[src/rtl/kmd_pkg.sv]
// ----------------------------------------------------------------------------
// kmd_pkg
// Shared types, constants and helpers of the key matrix debounce reporter.
// ----------------------------------------------------------------------------
package kmd_pkg;

  // Matrix geometry
  localparam int MAX_ROWS = 4;
  localparam int MAX_COLS = 4;
  localparam int CELLS    = MAX_ROWS * MAX_COLS;
  localparam int ROW_W    = 2;
  localparam int COL_W    = 2;
  localparam int CELL_W   = 4;
  localparam int CNT_W    = 4;
  localparam int CHAR_W   = 8;
  localparam int DIM_W    = 3;
  localparam int MAP_W    = CELLS * CHAR_W;

  // Configuration register indexes
  localparam logic [2:0] REG_ROWS      = 3'd0;
  localparam logic [2:0] REG_COLS      = 3'd1;
  localparam logic [2:0] REG_LIMIT     = 3'd2;
  localparam logic [2:0] REG_CHAR_LOW  = 3'd3;
  localparam logic [2:0] REG_CHAR_HIGH = 3'd4;

  // Reset values of the configuration registers
  localparam logic [DIM_W-1:0] RST_ROWS      = 3'd3;
  localparam logic [DIM_W-1:0] RST_COLS      = 3'd3;
  localparam logic [CNT_W-1:0] RST_LIMIT     = 4'd6;
  localparam logic [63:0]      RST_CHAR_LOW  = 64'h6867_6665_6463_6261; // "abcdefgh"
  localparam logic [63:0]      RST_CHAR_HIGH = 64'h706F_6E6D_6C6B_6A69; // "ijklmnop"

  // Configuration as seen by the scan core (row and column counts clamped)
  typedef struct packed {
    logic [DIM_W-1:0] rows;
    logic [DIM_W-1:0] cols;
    logic [CNT_W-1:0] limit;
    logic [MAP_W-1:0] char_map;
  } cfg_t;

  // Sequencer states
  typedef enum logic [3:0] {
    ST_IDLE   = 4'b0001,
    ST_UPDATE = 4'b0010,
    ST_CHECK  = 4'b0100,
    ST_WALK   = 4'b1000
  } state_t;

  // Clamp a row or column count into 1..hi
  function automatic logic [DIM_W-1:0] clamp_count(input logic [DIM_W-1:0] v,
                                                   input logic [DIM_W-1:0] hi);
    logic [DIM_W-1:0] res;
    res = v;
    if (v == '0) begin
      res = DIM_W'(1);
    end else if (v > hi) begin
      res = hi;
    end
    return res;
  endfunction

  // Character of a logical cell index
  function automatic logic [CHAR_W-1:0] char_of(input logic [MAP_W-1:0]  map,
                                                input logic [CELL_W-1:0] idx);
    return map[{idx, 3'b000} +: CHAR_W];
  endfunction

endpackage

[src/rtl/key_matrix_debounce_reporter.sv]
// ----------------------------------------------------------------------------
// key_matrix_debounce_reporter
// Keypad matrix scanner with integrating debounce and change reports.
// ----------------------------------------------------------------------------
// Usage:
//   Input channel (in_valid / in_stall): one transaction per sampled row,
//   carrying the row index and the column levels. Rows at or above the
//   configured row count are dropped.
//   Output channel (out_valid / out_stall): after the last row of a scan, if
//   the pressed map changed, one transaction per pressed cell in row-major
//   order; out_last_of_run marks the final one.
//   Config channel (cfg_valid / cfg_ready): always ready, write only while idle.
// Sequence:
//   Each row goes through the shared debounce unit one column per cycle. The
//   last row adds a compare state and, when the map changed, a walk over all
//   cells of the store, which pauses while the output is stalled.
//   in_stall stays high until that work is done.
// Reset: counters, pressed and previous maps clear; registers take defaults.
// A stalled receiver holds the output register and pauses the walk.
// ----------------------------------------------------------------------------
module key_matrix_debounce_reporter (
  input  logic                           clk,
  input  logic                           rst_n,
  input  logic                           cfg_valid,
  output logic                           cfg_ready,
  input  logic [2:0]                     cfg_index,
  input  logic [63:0]                    cfg_data,
  input  logic                           in_valid,
  output logic                           in_stall,
  input  logic [kmd_pkg::ROW_W-1:0]      in_row_index,
  input  logic [kmd_pkg::MAX_COLS-1:0]   in_column_levels,
  output logic                           out_valid,
  input  logic                           out_stall,
  output logic [kmd_pkg::CHAR_W-1:0]     out_key_char,
  output logic [kmd_pkg::CELL_W-1:0]     out_cell_index,
  output logic                           out_last_of_run
);

  logic [kmd_pkg::DIM_W-1:0] rows_r;
  logic [kmd_pkg::DIM_W-1:0] cols_r;
  logic [kmd_pkg::CNT_W-1:0] limit_r;
  logic [63:0]               char_low_r;
  logic [63:0]               char_high_r;
  logic                      cfg_we;
  kmd_pkg::cfg_t             cfg;

  assign cfg_ready = 1'b1;
  assign cfg_we    = cfg_valid && cfg_ready;

  // Configuration registers
  always_ff @(posedge clk) begin
    if (!rst_n) begin
      rows_r      <= kmd_pkg::RST_ROWS;
      cols_r      <= kmd_pkg::RST_COLS;
      limit_r     <= kmd_pkg::RST_LIMIT;
      char_low_r  <= kmd_pkg::RST_CHAR_LOW;
      char_high_r <= kmd_pkg::RST_CHAR_HIGH;
    end else if (cfg_we) begin
      case (cfg_index)
        kmd_pkg::REG_ROWS:      rows_r      <= cfg_data[kmd_pkg::DIM_W-1:0];
        kmd_pkg::REG_COLS:      cols_r      <= cfg_data[kmd_pkg::DIM_W-1:0];
        kmd_pkg::REG_LIMIT:     limit_r     <= cfg_data[kmd_pkg::CNT_W-1:0];
        kmd_pkg::REG_CHAR_LOW:  char_low_r  <= cfg_data;
        kmd_pkg::REG_CHAR_HIGH: char_high_r <= cfg_data;
        default: begin
        end
      endcase
    end
  end

  // Clamped view for the core
  assign cfg.rows     = kmd_pkg::clamp_count(rows_r, kmd_pkg::DIM_W'(kmd_pkg::MAX_ROWS));
  assign cfg.cols     = kmd_pkg::clamp_count(cols_r, kmd_pkg::DIM_W'(kmd_pkg::MAX_COLS));
  assign cfg.limit    = limit_r;
  assign cfg.char_map = {char_high_r, char_low_r};

  kmd_scan_core u_core (
    .clk              (clk),
    .rst_n            (rst_n),
    .cfg              (cfg),
    .in_valid         (in_valid),
    .in_stall         (in_stall),
    .in_row_index     (in_row_index),
    .in_column_levels (in_column_levels),
    .out_valid        (out_valid),
    .out_stall        (out_stall),
    .out_key_char     (out_key_char),
    .out_cell_index   (out_cell_index),
    .out_last_of_run  (out_last_of_run)
  );

endmodule

[src/rtl/kmd_debounce_unit.sv]
// ----------------------------------------------------------------------------
// kmd_debounce_unit
// Shared counter update and hysteresis compare for one matrix cell.
// ----------------------------------------------------------------------------
module kmd_debounce_unit (
  input  logic [kmd_pkg::CNT_W-1:0] cnt_in,
  input  logic                      level,
  input  logic [kmd_pkg::CNT_W-1:0] limit,
  input  logic                      pressed_in,
  output logic [kmd_pkg::CNT_W-1:0] cnt_out,
  output logic                      pressed_out
);

  logic [kmd_pkg::CNT_W:0]   cnt_inc;
  logic [kmd_pkg::CNT_W:0]   cnt_ext;
  logic [kmd_pkg::CNT_W-1:0] half;

  assign half    = limit >> 1;
  assign cnt_inc = {1'b0, cnt_in} + (kmd_pkg::CNT_W+1)'(1);

  // Up/down count, saturating at zero and at the limit
  always_comb begin
    if (level) begin
      cnt_out = (cnt_inc > {1'b0, limit}) ? limit : cnt_inc[kmd_pkg::CNT_W-1:0];
    end else begin
      cnt_out = (cnt_in == '0) ? '0 : cnt_in - kmd_pkg::CNT_W'(1);
    end
  end

  assign cnt_ext = {1'b0, cnt_out};

  // Hysteresis: press above half+1, release below half-1
  always_comb begin
    pressed_out = pressed_in;
    if (cnt_ext > ({1'b0, half} + (kmd_pkg::CNT_W+1)'(1))) begin
      pressed_out = 1'b1;
    end else if ((cnt_ext + (kmd_pkg::CNT_W+1)'(1)) < {1'b0, half}) begin
      pressed_out = 1'b0;
    end
  end

endmodule

[src/rtl/kmd_scan_core.sv]
// ----------------------------------------------------------------------------
// kmd_scan_core
// Sequencer over the cell store: per-column debounce, map compare, report walk.
// ----------------------------------------------------------------------------
module kmd_scan_core (
  input  logic                           clk,
  input  logic                           rst_n,
  input  kmd_pkg::cfg_t                  cfg,
  input  logic                           in_valid,
  output logic                           in_stall,
  input  logic [kmd_pkg::ROW_W-1:0]      in_row_index,
  input  logic [kmd_pkg::MAX_COLS-1:0]   in_column_levels,
  output logic                           out_valid,
  input  logic                           out_stall,
  output logic [kmd_pkg::CHAR_W-1:0]     out_key_char,
  output logic [kmd_pkg::CELL_W-1:0]     out_cell_index,
  output logic                           out_last_of_run
);

  kmd_pkg::state_t state_r, state_nxt;

  logic [kmd_pkg::CNT_W-1:0]    cnt_r [kmd_pkg::CELLS];
  logic [kmd_pkg::CELLS-1:0]    pressed_r, pressed_nxt;
  logic [kmd_pkg::CELLS-1:0]    prev_r, prev_nxt;
  logic [kmd_pkg::ROW_W-1:0]    row_r, row_nxt;
  logic [kmd_pkg::MAX_COLS-1:0] levels_r, levels_nxt;
  logic [kmd_pkg::COL_W-1:0]    col_r, col_nxt;
  logic [kmd_pkg::CELL_W-1:0]   pos_r, pos_nxt;

  logic                         out_valid_r, out_valid_nxt;
  logic [kmd_pkg::CHAR_W-1:0]   key_char_r, key_char_nxt;
  logic [kmd_pkg::CELL_W-1:0]   cell_index_r, cell_index_nxt;
  logic                         last_r, last_nxt;

  logic                         in_acc;
  logic [kmd_pkg::CELL_W-1:0]   upd_pos;
  logic [kmd_pkg::CNT_W-1:0]    upd_cnt;
  logic                         upd_pressed;
  logic                         cnt_we;
  logic [kmd_pkg::CELLS-1:0]    use_mask;
  logic [kmd_pkg::CELLS-1:0]    later_mask;
  logic                         hit;
  logic                         slot_free;
  logic [kmd_pkg::CELL_W:0]     idx_full;
  logic [kmd_pkg::CELL_W-1:0]   idx;

  assign in_stall = (state_r != kmd_pkg::ST_IDLE);
  assign in_acc   = in_valid && !in_stall;

  // Cells inside the configured matrix
  always_comb begin
    for (int p = 0; p < kmd_pkg::CELLS; p++) begin
      use_mask[p] = ({1'b0, 2'(p / kmd_pkg::MAX_COLS)} < cfg.rows) &&
                    ({1'b0, 2'(p % kmd_pkg::MAX_COLS)} < cfg.cols);
    end
  end

  // Shared debounce unit, one column per cycle
  assign upd_pos = {row_r, col_r};

  kmd_debounce_unit u_debounce (
    .cnt_in      (cnt_r[upd_pos]),
    .level       (levels_r[col_r]),
    .limit       (cfg.limit),
    .pressed_in  (pressed_r[upd_pos]),
    .cnt_out     (upd_cnt),
    .pressed_out (upd_pressed)
  );

  // Report walk helpers
  assign hit        = pressed_r[pos_r] && use_mask[pos_r];
  assign slot_free  = !out_valid_r || !out_stall;
  assign later_mask = ({kmd_pkg::CELLS{1'b1}} << pos_r) << 1;
  assign idx_full   = (kmd_pkg::CELL_W+1)'(pos_r[3:2]) * (kmd_pkg::CELL_W+1)'(cfg.cols)
                    + (kmd_pkg::CELL_W+1)'(pos_r[1:0]);
  assign idx        = idx_full[kmd_pkg::CELL_W-1:0];

  // Sequencer
  always_comb begin
    state_nxt      = state_r;
    pressed_nxt    = pressed_r;
    prev_nxt       = prev_r;
    row_nxt        = row_r;
    levels_nxt     = levels_r;
    col_nxt        = col_r;
    pos_nxt        = pos_r;
    cnt_we         = 1'b0;
    out_valid_nxt  = out_valid_r && out_stall;
    key_char_nxt   = key_char_r;
    cell_index_nxt = cell_index_r;
    last_nxt       = last_r;
    case (state_r)
      kmd_pkg::ST_IDLE: begin
        if (in_acc && ({1'b0, in_row_index} < cfg.rows)) begin
          row_nxt    = in_row_index;
          levels_nxt = in_column_levels;
          col_nxt    = '0;
          state_nxt  = kmd_pkg::ST_UPDATE;
        end
      end
      kmd_pkg::ST_UPDATE: begin
        cnt_we               = 1'b1;
        pressed_nxt[upd_pos] = upd_pressed;
        col_nxt              = col_r + kmd_pkg::COL_W'(1);
        if ({1'b0, col_r} == cfg.cols - kmd_pkg::DIM_W'(1)) begin
          if ({1'b0, row_r} == cfg.rows - kmd_pkg::DIM_W'(1)) begin
            state_nxt = kmd_pkg::ST_CHECK;
          end else begin
            state_nxt = kmd_pkg::ST_IDLE;
          end
        end
      end
      kmd_pkg::ST_CHECK: begin
        if (|((pressed_r ^ prev_r) & use_mask)) begin
          prev_nxt  = (prev_r & ~use_mask) | (pressed_r & use_mask);
          pos_nxt   = '0;
          state_nxt = kmd_pkg::ST_WALK;
        end else begin
          state_nxt = kmd_pkg::ST_IDLE;
        end
      end
      kmd_pkg::ST_WALK: begin
        if (hit && slot_free) begin
          out_valid_nxt  = 1'b1;
          key_char_nxt   = kmd_pkg::char_of(cfg.char_map, idx);
          cell_index_nxt = idx;
          last_nxt       = ~|(pressed_r & use_mask & later_mask);
        end
        if (!hit || slot_free) begin
          pos_nxt = pos_r + kmd_pkg::CELL_W'(1);
          if (pos_r == kmd_pkg::CELL_W'(kmd_pkg::CELLS - 1)) begin
            state_nxt = kmd_pkg::ST_IDLE;
          end
        end
      end
      default: begin
        state_nxt = kmd_pkg::ST_IDLE;
      end
    endcase
  end

  // Control and cell state
  always_ff @(posedge clk) begin
    if (!rst_n) begin
      state_r     <= kmd_pkg::ST_IDLE;
      pressed_r   <= '0;
      prev_r      <= '0;
      out_valid_r <= 1'b0;
      for (int p = 0; p < kmd_pkg::CELLS; p++) begin
        cnt_r[p] <= '0;
      end
    end else begin
      state_r     <= state_nxt;
      pressed_r   <= pressed_nxt;
      prev_r      <= prev_nxt;
      out_valid_r <= out_valid_nxt;
      if (cnt_we) begin
        cnt_r[upd_pos] <= upd_cnt;
      end
    end
  end

  // Payload registers
  always_ff @(posedge clk) begin
    row_r        <= row_nxt;
    levels_r     <= levels_nxt;
    col_r        <= col_nxt;
    pos_r        <= pos_nxt;
    key_char_r   <= key_char_nxt;
    cell_index_r <= cell_index_nxt;
    last_r       <= last_nxt;
  end

  assign out_valid       = out_valid_r;
  assign out_key_char    = key_char_r;
  assign out_cell_index  = cell_index_r;
  assign out_last_of_run = last_r;

endmodule

[config.mk]
export PLATFORM = sky130hd
export DESIGN_NAME = key_matrix_debounce_reporter
export DESIGN_NICKNAME = d
export VERILOG_FILES = /design/src/rtl/kmd_pkg.sv /design/src/rtl/key_matrix_debounce_reporter.sv /design/src/rtl/kmd_debounce_unit.sv /design/src/rtl/kmd_scan_core.sv
export SDC_FILE = /design/constraint.sdc
export NUM_CORES = 1
export LEC_CHECK = 0
export ABC_CLOCK_PERIOD_IN_PS = 6100
export CAP_MARGIN = 10
export CORE_ASPECT_RATIO = 0.6
export CORE_UTILIZATION = 40
export DETAILED_ROUTE_END_ITERATION = 8
export DONT_BUFFER_PORTS = 1
export RECOVER_POWER = 50
export SYNTH_ARGS = -nofsm -noshare
export SYNTH_HDL_FRONTEND = slang
export SYNTH_HIERARCHICAL = 1
export SYNTH_SLANG_ARGS = --single-unit
[constraint.sdc]
create_clock -name clk -period 6.1 [get_ports clk]
set_input_delay 0.61 -clock clk [delete_from_list [all_inputs] [get_ports clk]]
set_output_delay 0.61 -clock clk [all_outputs]
set_load 0.005 [all_outputs]
Word level (Yosys, flattened, before mapping)
Memory sizes are Yosys's and may differ from the RTL's.
Index checks and enable logic that the tools add are counted.
{"block": "classes", "add_sub_neg": 9, "multipliers": 1, "order_cmp": 18, "eq_ne": 17, "shifts": 2, "n_mux": 42, "bitwise_logic": 7, "n_reduce_logical": 49}
{"operator": "variable part select 128 x 8 -> 8 bit", "n": 1}
{"operator": "AND 16 bit", "n": 4}
{"operator": "2-to-1 mux 4 bit", "n": 12}
{"operator": "OR reduction 16 bit", "n": 2}
{"operator": "logical AND 1 bit", "n": 22}
{"operator": "AND reduction 2 bit", "n": 9}
{"operator": "bitwise mux 16 bit", "n": 1}
{"operator": "inverter 16 bit", "n": 1}
{"operator": "bitwise OR 16 bit", "n": 1}
{"operator": "one-hot mux 4 bit (4 select lines)", "n": 1}
{"operator": "left shift 16 x 4 -> 15 bit, first input constant", "n": 1}
{"operator": "XOR 16 bit", "n": 1}
{"operator": "2-to-1 mux 1 bit", "n": 15}
{"operator": "2-to-1 mux 3 bit", "n": 5}
{"operator": "binary-select mux 1 bit (select 4 bit)", "n": 3}
{"operator": "< comparator 1 x 3 -> 1 bit, first input constant", "n": 4}
{"operator": "< comparator 2 x 3 -> 1 bit, first input constant", "n": 4}
{"operator": "adder 4 x 1 -> 5 bit, second input constant", "n": 2}
{"operator": "< comparator 4 x 5 -> 1 bit, second input constant", "n": 2}
{"operator": "!= test 2 x 1 -> 1 bit, second input constant", "n": 5}
{"operator": "zero test 3 bit", "n": 3}
{"operator": "equality test 4 bit, second input constant", "n": 2}
{"operator": "one-hot mux 4 bit (2 select lines)", "n": 1}
{"operator": "equality test 2 x 3 -> 1 bit", "n": 2}
{"operator": "32 further kinds", "n": 41}
{"block": "word_totals", "ff_bits": 200, "mem_bits_rw": 64, "input_bits": 78, "elab_cells": 162, "memories": 1}
{"name": "u_core.cnt_r", "depth": 16, "width": 4, "rd": 1, "rd_clocked_by_memory_dff": 0, "wr": 16, "line": "kmd_scan_core.sv:22", "rtl": "logic [kmd_pkg::CNT_W-1:0] cnt_r [kmd_pkg::CELLS];"}

Logic depth before layout (Yosys ltp)
Gate-level depths: netlist of the first run.
{"block": "depth", "ltp_word": 12, "ltp_mapped": 23}

By module
Netlist of the first run, hierarchy kept.
{"module": "kmd_scan_core", "n_inst": 1, "cells_each": 642, "area_per_inst_um2": 7805.0}
{"module": "key_matrix_debounce_reporter", "n_inst": 1, "cells_each": 547, "area_per_inst_um2": 5556.6}
{"module": "kmd_debounce_unit", "n_inst": 1, "cells_each": 91, "area_per_inst_um2": 705.7}

Worst setup path after synthesis of the first run
OpenSTA, ideal clock, no wires.
{"block": "synth_timing", "path_kind": "flip-flop to flip-flop", "from": "register u_core/col_r[0] (netlist bit)", "to": "register u_core/pressed_r[0] (netlist bit)", "setup_time_ns": 0.117, "arrival_ns": 5.301, "required_ns": 5.983, "path_slack_ns": 0.681, "stages_incl_launch_ff": 22, "n_path_buf": 3, "synth_period_minus_slack_ns": 5.419, "path_cell_list": "edfxtp_1 -> buf_2 -> buf_2 -> mux4_2 -> mux4_2 -> ha_1 -> xor2_1 -> ha_1 -> a21oi_1 -> o211a_1 -> o21ai_0 -> mux2i_1 -> o22ai_1 -> ha_1 -> ha_1 -> nor2b_1 -> o21a_1 -> o21ai_0 -> o21ai_0 -> a21o_1 -> clkbuf_1 -> a32o_1"}
{"block": "synth_via", "elab_chain_cells": 10}
{"item": "start: declaration", "line": "kmd_scan_core.sv:27", "rtl": "logic [kmd_pkg::COL_W-1:0] col_r, col_nxt;"}
{"item": "start signal: assignment", "line": "kmd_scan_core.sv:167", "rtl": "col_r <= col_nxt;"}
{"item": "memory (16 x 4 bit)"}
{"item": "adder 4 x 1 -> 5 bit", "line": "kmd_debounce_unit.sv:19", "rtl": "assign cnt_inc = {1'b0, cnt_in} + (kmd_pkg::CNT_W+1)'(1);"}
{"item": "> comparator 5 x 4 -> 1 bit", "line": "kmd_debounce_unit.sv:24", "rtl": "cnt_out = (cnt_inc > {1'b0, limit}) ? limit : cnt_inc[kmd_pkg::CNT_W-1:0];"}
{"item": "2-to-1 mux 4 bit", "line": "kmd_debounce_unit.sv:24"}
{"item": "2-to-1 mux 4 bit *", "line": "kmd_debounce_unit.sv:23", "rtl": "if (level) begin"}
{"item": "named net u_core.upd_cnt, one bit", "line": "kmd_scan_core.sv:37", "rtl": "logic [kmd_pkg::CNT_W-1:0] upd_cnt;"}
{"item": "adder 4 x 1 -> 5 bit", "line": "kmd_debounce_unit.sv:37", "rtl": "end else if ((cnt_ext + (kmd_pkg::CNT_W+1)'(1)) < {1'b0, half}) begin"}
{"item": "< comparator 5 x 3 -> 1 bit", "line": "kmd_debounce_unit.sv:37"}
{"item": "2-to-1 mux 1 bit", "line": "kmd_debounce_unit.sv:37"}
{"item": "2-to-1 mux 1 bit *", "line": "kmd_debounce_unit.sv:35", "rtl": "if (cnt_ext > ({1'b0, half} + (kmd_pkg::CNT_W+1)'(1))) begin"}
{"item": "named net u_core.upd_pressed", "line": "kmd_scan_core.sv:38", "rtl": "logic upd_pressed;"}
{"item": "bitwise mux 16 bit *", "line": "kmd_scan_core.sv:103", "rtl": "pressed_nxt[upd_pos] = upd_pressed;"}
{"item": "end signal: assignment", "line": "kmd_scan_core.sv:154", "rtl": "pressed_r <= pressed_nxt;"}
{"item": "end: declaration", "line": "kmd_scan_core.sv:23", "rtl": "logic [kmd_pkg::CELLS-1:0] pressed_r, pressed_nxt;"}
Mark *: on every way through the listed nets, which the timed path passes. The rest lies on a longest branch. The select of a mux whose other input is x is not followed.
A chain may end at the register's enable or synchronous reset.

Worst setup path after layout of the first run
{"block": "layout_timing", "from": "register u_core/col_r[0] (netlist bit)", "to": "register u_core/pressed_r[10] (netlist bit)"}
Same word-level chain as after synthesis.

==> run_results.csv, run 1 <==
group,metric,value,unit
synth,synthSimpleGateAreaFrac,18.6,%
routing,wirelength,36300,um
setup_path,critical_path_required,6530,ps
pwr,ir_drop,0.192,mV
setup_path,worstReg2RegEnd,"u_core/pressed_r[10]",
setup_path,ff2ff_setup_slack,340,ps
setup_path,start_kind,"flip-flop",
cts,clkTransAtPathRegs,70,ps
synth,synth_mux_area_share,22.2,%
cts,cts_hold_buf,0,
routing,remaining_drc_errors,0,
global_route,grt_pass1_vias,9037,
synth,ys_warn_count,6,
floorplanning,start_util,41.2,%
synth,ys_types,79,
sta,max_freq,0.174,GHz
cts,cts_tree,"done",
synth,synth.avg_cell_area,11.0,um2
global_route,grt_overflow,0,
setup_path,path_common_cell,"ha_1",
synth,synthAdderAreaFrac,3.13,%
setup_path,arrival,6190,ps
routing,drtPass1Iterations,6,
setup_path,crit_start,"u_core/col_r[0]",
sta,worstMarginPinSlew,3230,ps
placement,place_congestion,0.935,
sta,hold_viol_final,0,
routing,wl_per_cell,21.0,um
synth,synth-edff-count,89,
flow_run,maxCapViolCount,4,
setup_path,cp_cell_sequence,"buf_6 > mux4_2 > mux4_2 > ha_1 > xor2_1 > ha_1 > a21oi_1 > o211ai_1 > o211ai_1 > mux2_2 > ha_1 > ha_1 > nor2b_1 > o21a_1 > o21ai_0 > o21ai_0 > a21o_2 > a32o_1",
cts,htree_levels,1,
setup_path,worstSetupPathType,"reg2reg",
synth,ys_seq_area_share,43.9,%
setup_path,crit_fanout,19,
routing,via_per_inst,5.48,
global_route,grt_max_degree,282,
cts,clockBufferDepth,3,
pwr,p_leak,0.00568,uW
cts,cts_root_buffer,"clkbuf_16",
finish,final_layout_size_suffix_gt1_share,13.5,%
global_route,antenna_found_initial,3,
sta,setup_violations,0,
global_route,grtUsageTotal,20.1,%
finish,area_growth,8.55,%
worst_hold_path,hold_class,"in2reg",
sta,fin_crit_sh,94.4,%
floorplanning,num_rows,52,
floorplanning,io_pins,94,
setup_path,r2r_cells,18,
synth,synth_flop_cell,"dfxtp_1",
floorplanning,core,34200,um2
synth,synth_fp_nets,1392,
sta,grt_setup_unrepaired,"false",
placement,placed_area,14400,um2
floorplanning,die_height,147,um
synth,synth_xor_xnor_area_share,1.86,%
floorplanning,die_x,244,um
synth,synth_compound_area_share,6.36,%
setup_path,max_stage_delay,600,ps
status,failed_checks,"capacitance limit, slew limit",
placement,port_buffers,0,
pwr,power_density,293,nW/um2
placement,hpwl,26200,um
sta,fin_skew,15.1,ps
synth,ys_async_sr_fraction,0,%
setup_path,cp-endpoint,"u_core/pressed_r[10]",
routing,ant_nets,0,
synth,synth_top_family_by_area,"multiplexers",
routing,drt-initial-drc-count,887,
synth,synth_cells,1280,
status,outcome,"finished, violations left",
finish,fin_nets,1358,
synth,syn_area,14100,um2
sta,final_period_minus_worst_setup_slack,5760,ps
sta,fin_tns_setup,0,ps
cts,clock_latency,540,ps
sta,slew_headroom,-116,%
routing,vias,9461,
setup_path,rr_startpoint,"u_core/col_r[0]",
finish,fillers,3155,
setup_path,critPathSlowestCell,"mux4_2",
placement,dp.cells,1673,
worst_hold_path,hold_depth,0,
global_route,grt_pass1_wl,55500,um
cts,cts_sinks,264,
sta,slew_violations,132,
finish,final_cell_count_no_fill,1726,
setup_path,setup.worst_path.end_class,"flip-flop",
cts,numCtsBuffers,27,
finish,design_area,15300,um2
synth,ys_ff_latch,264,
floorplanning,dieArea,35900,um2
## worst max-delay path, delay by kind of cell (launching register included)
kind	cells	cell delay (ps)
simple gates	1	130
mux	3	1710
fa+ha+maj	4	1210
compound gates	8	1690
xor+xnor	1	270
buf+inv	1	250
flops	1	370
## Yosys cell counts (all sizes together), types with 3 or more instances
cell type,count,area share [%]
nand2,203,5.4
dfxtp,175,25
mux2i,158,11
nor2b,121,5.4
edfxtp,89,19
and2,71,3.2
mux4,67,11
clkbuf,46,1.2
buf,40,1.8
nor2,35,0.93
ha,32,2.8
inv,31,0.83
a21oi,28,1.4
a32o,16,1.1
xnor2,16,1.0
o21ai,13,0.52
xor2,13,0.81
nand3,12,0.46
nor3,9,0.48
nand2b,7,0.36
o22ai,7,0.36
nor4b,6,0.42
o211ai,6,0.32
a211o,4,0.25
a211oi,4,0.21
nand4,4,0.18
nor3b,4,0.25
and3,3,0.13
and4,3,0.19
mux2,3,0.24
nand4bb,3,0.24
o211a,3,0.21
## per-layer routing
| metal | global-route usage (%) | vias up | share of wire, % |
|---|---|---|---|
| met5 | 0 | - | 0 |
| met4 | 3.50 | 0 | 1.6 |
| li1 | - | 4475 | - |
| met1 | 33.4 | 4640 | 52 |
| met2 | 25.4 | 309 | 38 |
| met3 | 4.82 | 37 | 8.3 |
## placed cells by master (no fill, tap or decap), types with 3 or more instances in the layout
| cell | count |
|---|---|
| and3_1 | 3 |
| edfxtp_1 | 89 |
| mux4_2 | 67 |
| nand3_1 | 11 |
| nand2_1 | 203 |
| buf_4 | 16 |
| a32o_1 | 16 |
| a21oi_2 | 14 |
| mux2_2 | 3 |
| clkinv_2 | 5 |
| nor4b_1 | 6 |
| clkbuf_16 | 29 |
| and4_1 | 3 |
| ha_1 | 31 |
| nand2b_1 | 6 |
| nor3b_1 | 3 |
| a211oi_1 | 4 |
| and2_1 | 66 |
| clkbuf_8 | 5 |
| dfxtp_1 | 175 |
| nand4_1 | 4 |
| nor2b_1 | 121 |
| nor3_1 | 7 |
| clkbuf_1 | 10 |
| o21ai_0 | 11 |
| inv_1 | 32 |
| o211ai_1 | 6 |
| mux2i_1 | 158 |
| o211a_1 | 3 |
| a21oi_1 | 14 |
| xnor2_1 | 15 |
| o22ai_1 | 6 |
| xor2_1 | 13 |
| nor2_1 | 35 |
| and2_0 | 4 |
| a211o_1 | 4 |
## power by group
group,leakage (uW),total [uW],internal [uW],switching [uW]
Combinational,0.00292,887,352,536
Clock,0.000450,1670,971,698
Sequential,0.00231,1910,1870,40.0
Total,0.00568,4470,3190,1270
## registers in the layout, indices dropped and copies added (netlist names), 4 cells and up, named ones only
name                   flops
u_core/cnt_r              64
limit_r                    4
u_core/pos_r               4
u_core/state_r             4
u_core/levels_r            4
char_low_r                64
u_core/pressed_r          16
u_core/out_cell_index      4
char_high_r               64
u_core/out_key_char        8
## cells by family after synthesis
| family | after synthesis |
|---|---|
| AOI/OAI and AO/OA | 109 |
| xor gates and xnor gates | 29 |
| adders and majority gates | 34 |
| buffers and inverters | 117 |
| DFF | 264 |
| muxes | 228 |
| other | 1 |
| and+or+nand+nor | 498 |
## layout make-up
type | count | area (um2) | area share [%]
Antenna cell | 1 | 2.50 | 0.0164
Clock buffer | 39 | 815 | 5.33
Clock inverter | 10 | 83.8 | 0.549
Inverter | 31 | 116 | 0.762
Multi-Input combinational cell | 899 | 7350 | 48.1
Sequential cell | 264 | 6180 | 40.4
Tap cell | 459 | 574 | 3.76
Timing Repair Buffer | 23 | 154 | 1.01
## metrics by stage
step                util [%]  setup slack, ps  total power (uW)  hold slack, ps
finish                  44.7              339              4470             163
global route            44.7             22.2              4660             145
CTS                     44.7              177              4480             143
detailed placement      42.1              212              2810             446
global placement        42.1              391              2800             441
floorplan                  -              681              2590             432
## what timing repair did
action | CTS | global route
resized for setup | 0 | 2
endpoints found under the setup margin | 0 | 16
setup buffers | 0 | 3
## worst min path at each step
stage / start / end / slack [ps]
after floorplan: char_high_r[52] / char_high_r[52] / 430
after global routing: in_column_levels[2] / u_core/levels_r[2] / 150
after detailed placement: char_low_r[35] / char_low_r[35] / 450
final: in_column_levels[0] / u_core/levels_r[0] / 160
after global placement: char_high_r[39] / char_high_r[39] / 440
after CTS: in_column_levels[0] / u_core/levels_r[0] / 140
Power figures use the tool's default switching activity.
==> inputs of run 2 (changes only) <==
Settings changed: ABC_CLOCK_PERIOD_IN_PS 6100 to 5770, SLEW_MARGIN from default to 10.
Clock period 6.1 ns to 5.77 ns, I/O delays scaled along.
==> run 2 against run 1 <==
Effect of this change: highest routed layer is now met5; first-iteration DRC count up 2.1%; sequential power up 6%; sequential share of layout area up 0.080 points; worst setup slack worse by 130 ps; the run still ends with capacitance limit, slew limit left; largest cell class unchanged.
==> run_results.csv, run 2 (synthesized netlist as in run 1, its figures left out) <==
group,metric,value,unit
pwr,p_clk_share,36.4,%
cts,cts_root_buffer,"clkbuf_16",
setup_path,r2r_cells,18,
sta,fin_tns_setup,0,ps
pwr,p_comb_share,20.4,%
floorplanning,start_util,41.2,%
placement,hpwl,25900,um
setup_path,setup.worst_path.end_class,"flip-flop",
floorplanning,num_rows,52,
floorplanning,io_pins,94,
global_route,grt_max_degree,282,
pwr,seqPwrFrac,43.2,%
finish,fin_nets,1360,
floorplanning,core,34200,um2
floorplanning,die_x,244,um
setup_path,critical_path_required,6210,ps
cts,numCtsBuffers,26,
sta,worstMarginPinSlew,3250,ps
cts,clkTransAtPathRegs,70,ps
pwr,p_leak,0.00566,uW
global_route,grt_pass1_wl,56600,um
status,outcome,"finished, violations left",
cts,clockBufferDepth,3,
pwr,power_density,306,nW/um2
status,failed_checks,"capacitance limit, slew limit",
setup_path,rr_startpoint,"u_core/col_r[0]",
cts,cts_tree,"done",
pwr,intPower,3320,uW
worst_hold_path,hold_class,"in2reg",
routing,drt-initial-drc-count,906,
pwr,ir_drop,0.175,mV
cts,cts_sinks,264,
cts,clock_latency,550,ps
routing,remaining_drc_errors,0,
finish,design_area,15200,um2
routing,wl_per_cell,20.9,um
setup_path,crit_fanout,22,
global_route,grt_overflow,0,
worst_hold_path,worstHoldStart,"in_column_levels[1]",
cts,htree_levels,1,
placement,placed_area,14400,um2
finish,fin_util,44.6,%
setup_path,start_kind,"flip-flop",
setup_path,worstSetupPathType,"reg2reg",
finish,area_growth,8.33,%
sta,setup_violations,0,
worst_hold_path,hold_depth,0,
sta,fin_crit_sh,96.4,%
sta,fin_skew,11.0,ps
routing,ant_nets,0,
global_route,grt_pass1_vias,9246,
pwr,switchingPower,1350,uW
sta,slew_headroom,-117,%
global_route,grtUsageTotal,20.3,%
floorplanning,dieArea,35900,um2
global_route,antenna_found_initial,2,
floorplanning,die_height,147,um
finish,reg_top3,"char_high_r (64), char_low_r (64), u_core/cnt_r (64)",
setup_path,arrival,6000,ps
routing,via_per_inst,5.48,
sta,slew_violations,132,
worst_hold_path,hold_end,"u_core/levels_r[1]",
flow_run,maxCapViolCount,4,
finish,fillers,3189,
sta,hold_slack,122,ps
routing,drtPass1Iterations,5,
sta,max_freq,0.180,GHz
sta,hold_viol_final,0,
finish,final_layout_size_suffix_gt1_share,13.1,%
sta,final_period_minus_worst_setup_slack,5560,ps
finish,final_cell_mix,"203 x nand2_1, 175 x dfxtp_1, 158 x mux2i_1",
placement,port_buffers,0,
placement,place_congestion,0.911,
pwr,sw_frac_of_total,29.0,%
routing,vias,9462,
setup_path,ff2ff_setup_slack,210,ps
finish,final_common_cell,"nand2_1",
routing,wirelength,36100,um
cts,cts_hold_buf,0,
setup_path,worstReg2RegEnd,"u_core/pressed_r[6]",
[run 2: changes by cell type in the layout (fill, tap and decap cells not counted), sizes merged]
| cell | change |
|---|---|
| buf | +4 |
| inv | -1 |
| clkinvlp | -1 |
| clkinv | +3 |
| clkbuf | -4 |
| bufinv | +1 |
[run 2: what timing repair did]
item                       in CTS  in global routing
hold endpoints to repair        0                  0
resized for setup               0                  2
setup endpoints to repair       0                 16
buffers inserted                0                  2
[run 2: per-stage QoR]
step,power (uW),setup WS (ps),std cells
final,4670,207,1728
after global routing,4880,-46.2,1727
after CTS,4670,82.5,1725
after detailed placement,2980,105,1677
after global placement,2960,130,1677
after floorplan,2730,351,1280
[run 2: metal layers]
metal	global-route usage [%]	vias up	share of wire (%)
li1	-	4476	-
met1	33.4	4642	52
met2	26.7	306	39
met3	4.59	36	7.6
met4	2.91	2	1.1
met5	0	-	0.036
[run 2: power groups by stage]
stage	clock [uW]	combinational, uW	sequential, uW
after detailed placement	0	917	2060
after global routing	1810	1040	2030
final	1700	951	2020
after floorplan	0	695	2040
after global placement	0	906	2060
after CTS	1730	922	2020
[run 2: final cells by class]
class | count | area, um2 | area share, %
well taps | 459 | 574 | 3.77
clock buffers | 36 | 712 | 4.67
multi-input cells | 899 | 7350 | 48.2
clock inverters | 12 | 118 | 0.772
repair buffers | 26 | 189 | 1.24
diodes | 1 | 2.50 | 0.0164
inverters | 31 | 116 | 0.764
flip-flops and latches | 264 | 6180 | 40.5
[run 2: worst max-delay path by stage]
stage	to	from
after floorplan	u_core/pressed_r[0]	u_core/col_r[0]
after global placement	u_core/pressed_r[8]	u_core/col_r[0]
after detailed placement	u_core/pressed_r[8]	u_core/col_r[0]
after CTS	u_core/pressed_r[6]	u_core/col_r[0]
after global routing	u_core/pressed_r[14]	u_core/col_r[0]
final	u_core/pressed_r[6]	u_core/col_r[0]
[run 2: worst max-delay path, stage by stage, from the launching register on]
cell and delay, ps:
edfxtp_1 400, buf_12 230, mux4_2 550, mux4_2 560, ha_1 290, xor2_1 270
ha_1 300, a21oi_1 210, o211ai_1 140, o211ai_1 380, mux2_4 440, ha_1 300
ha_1 260, nor2b_1 130, o21a_1 160, o21ai_0 130, o21ai_0 100, a21o_2 320
a32o_1 260
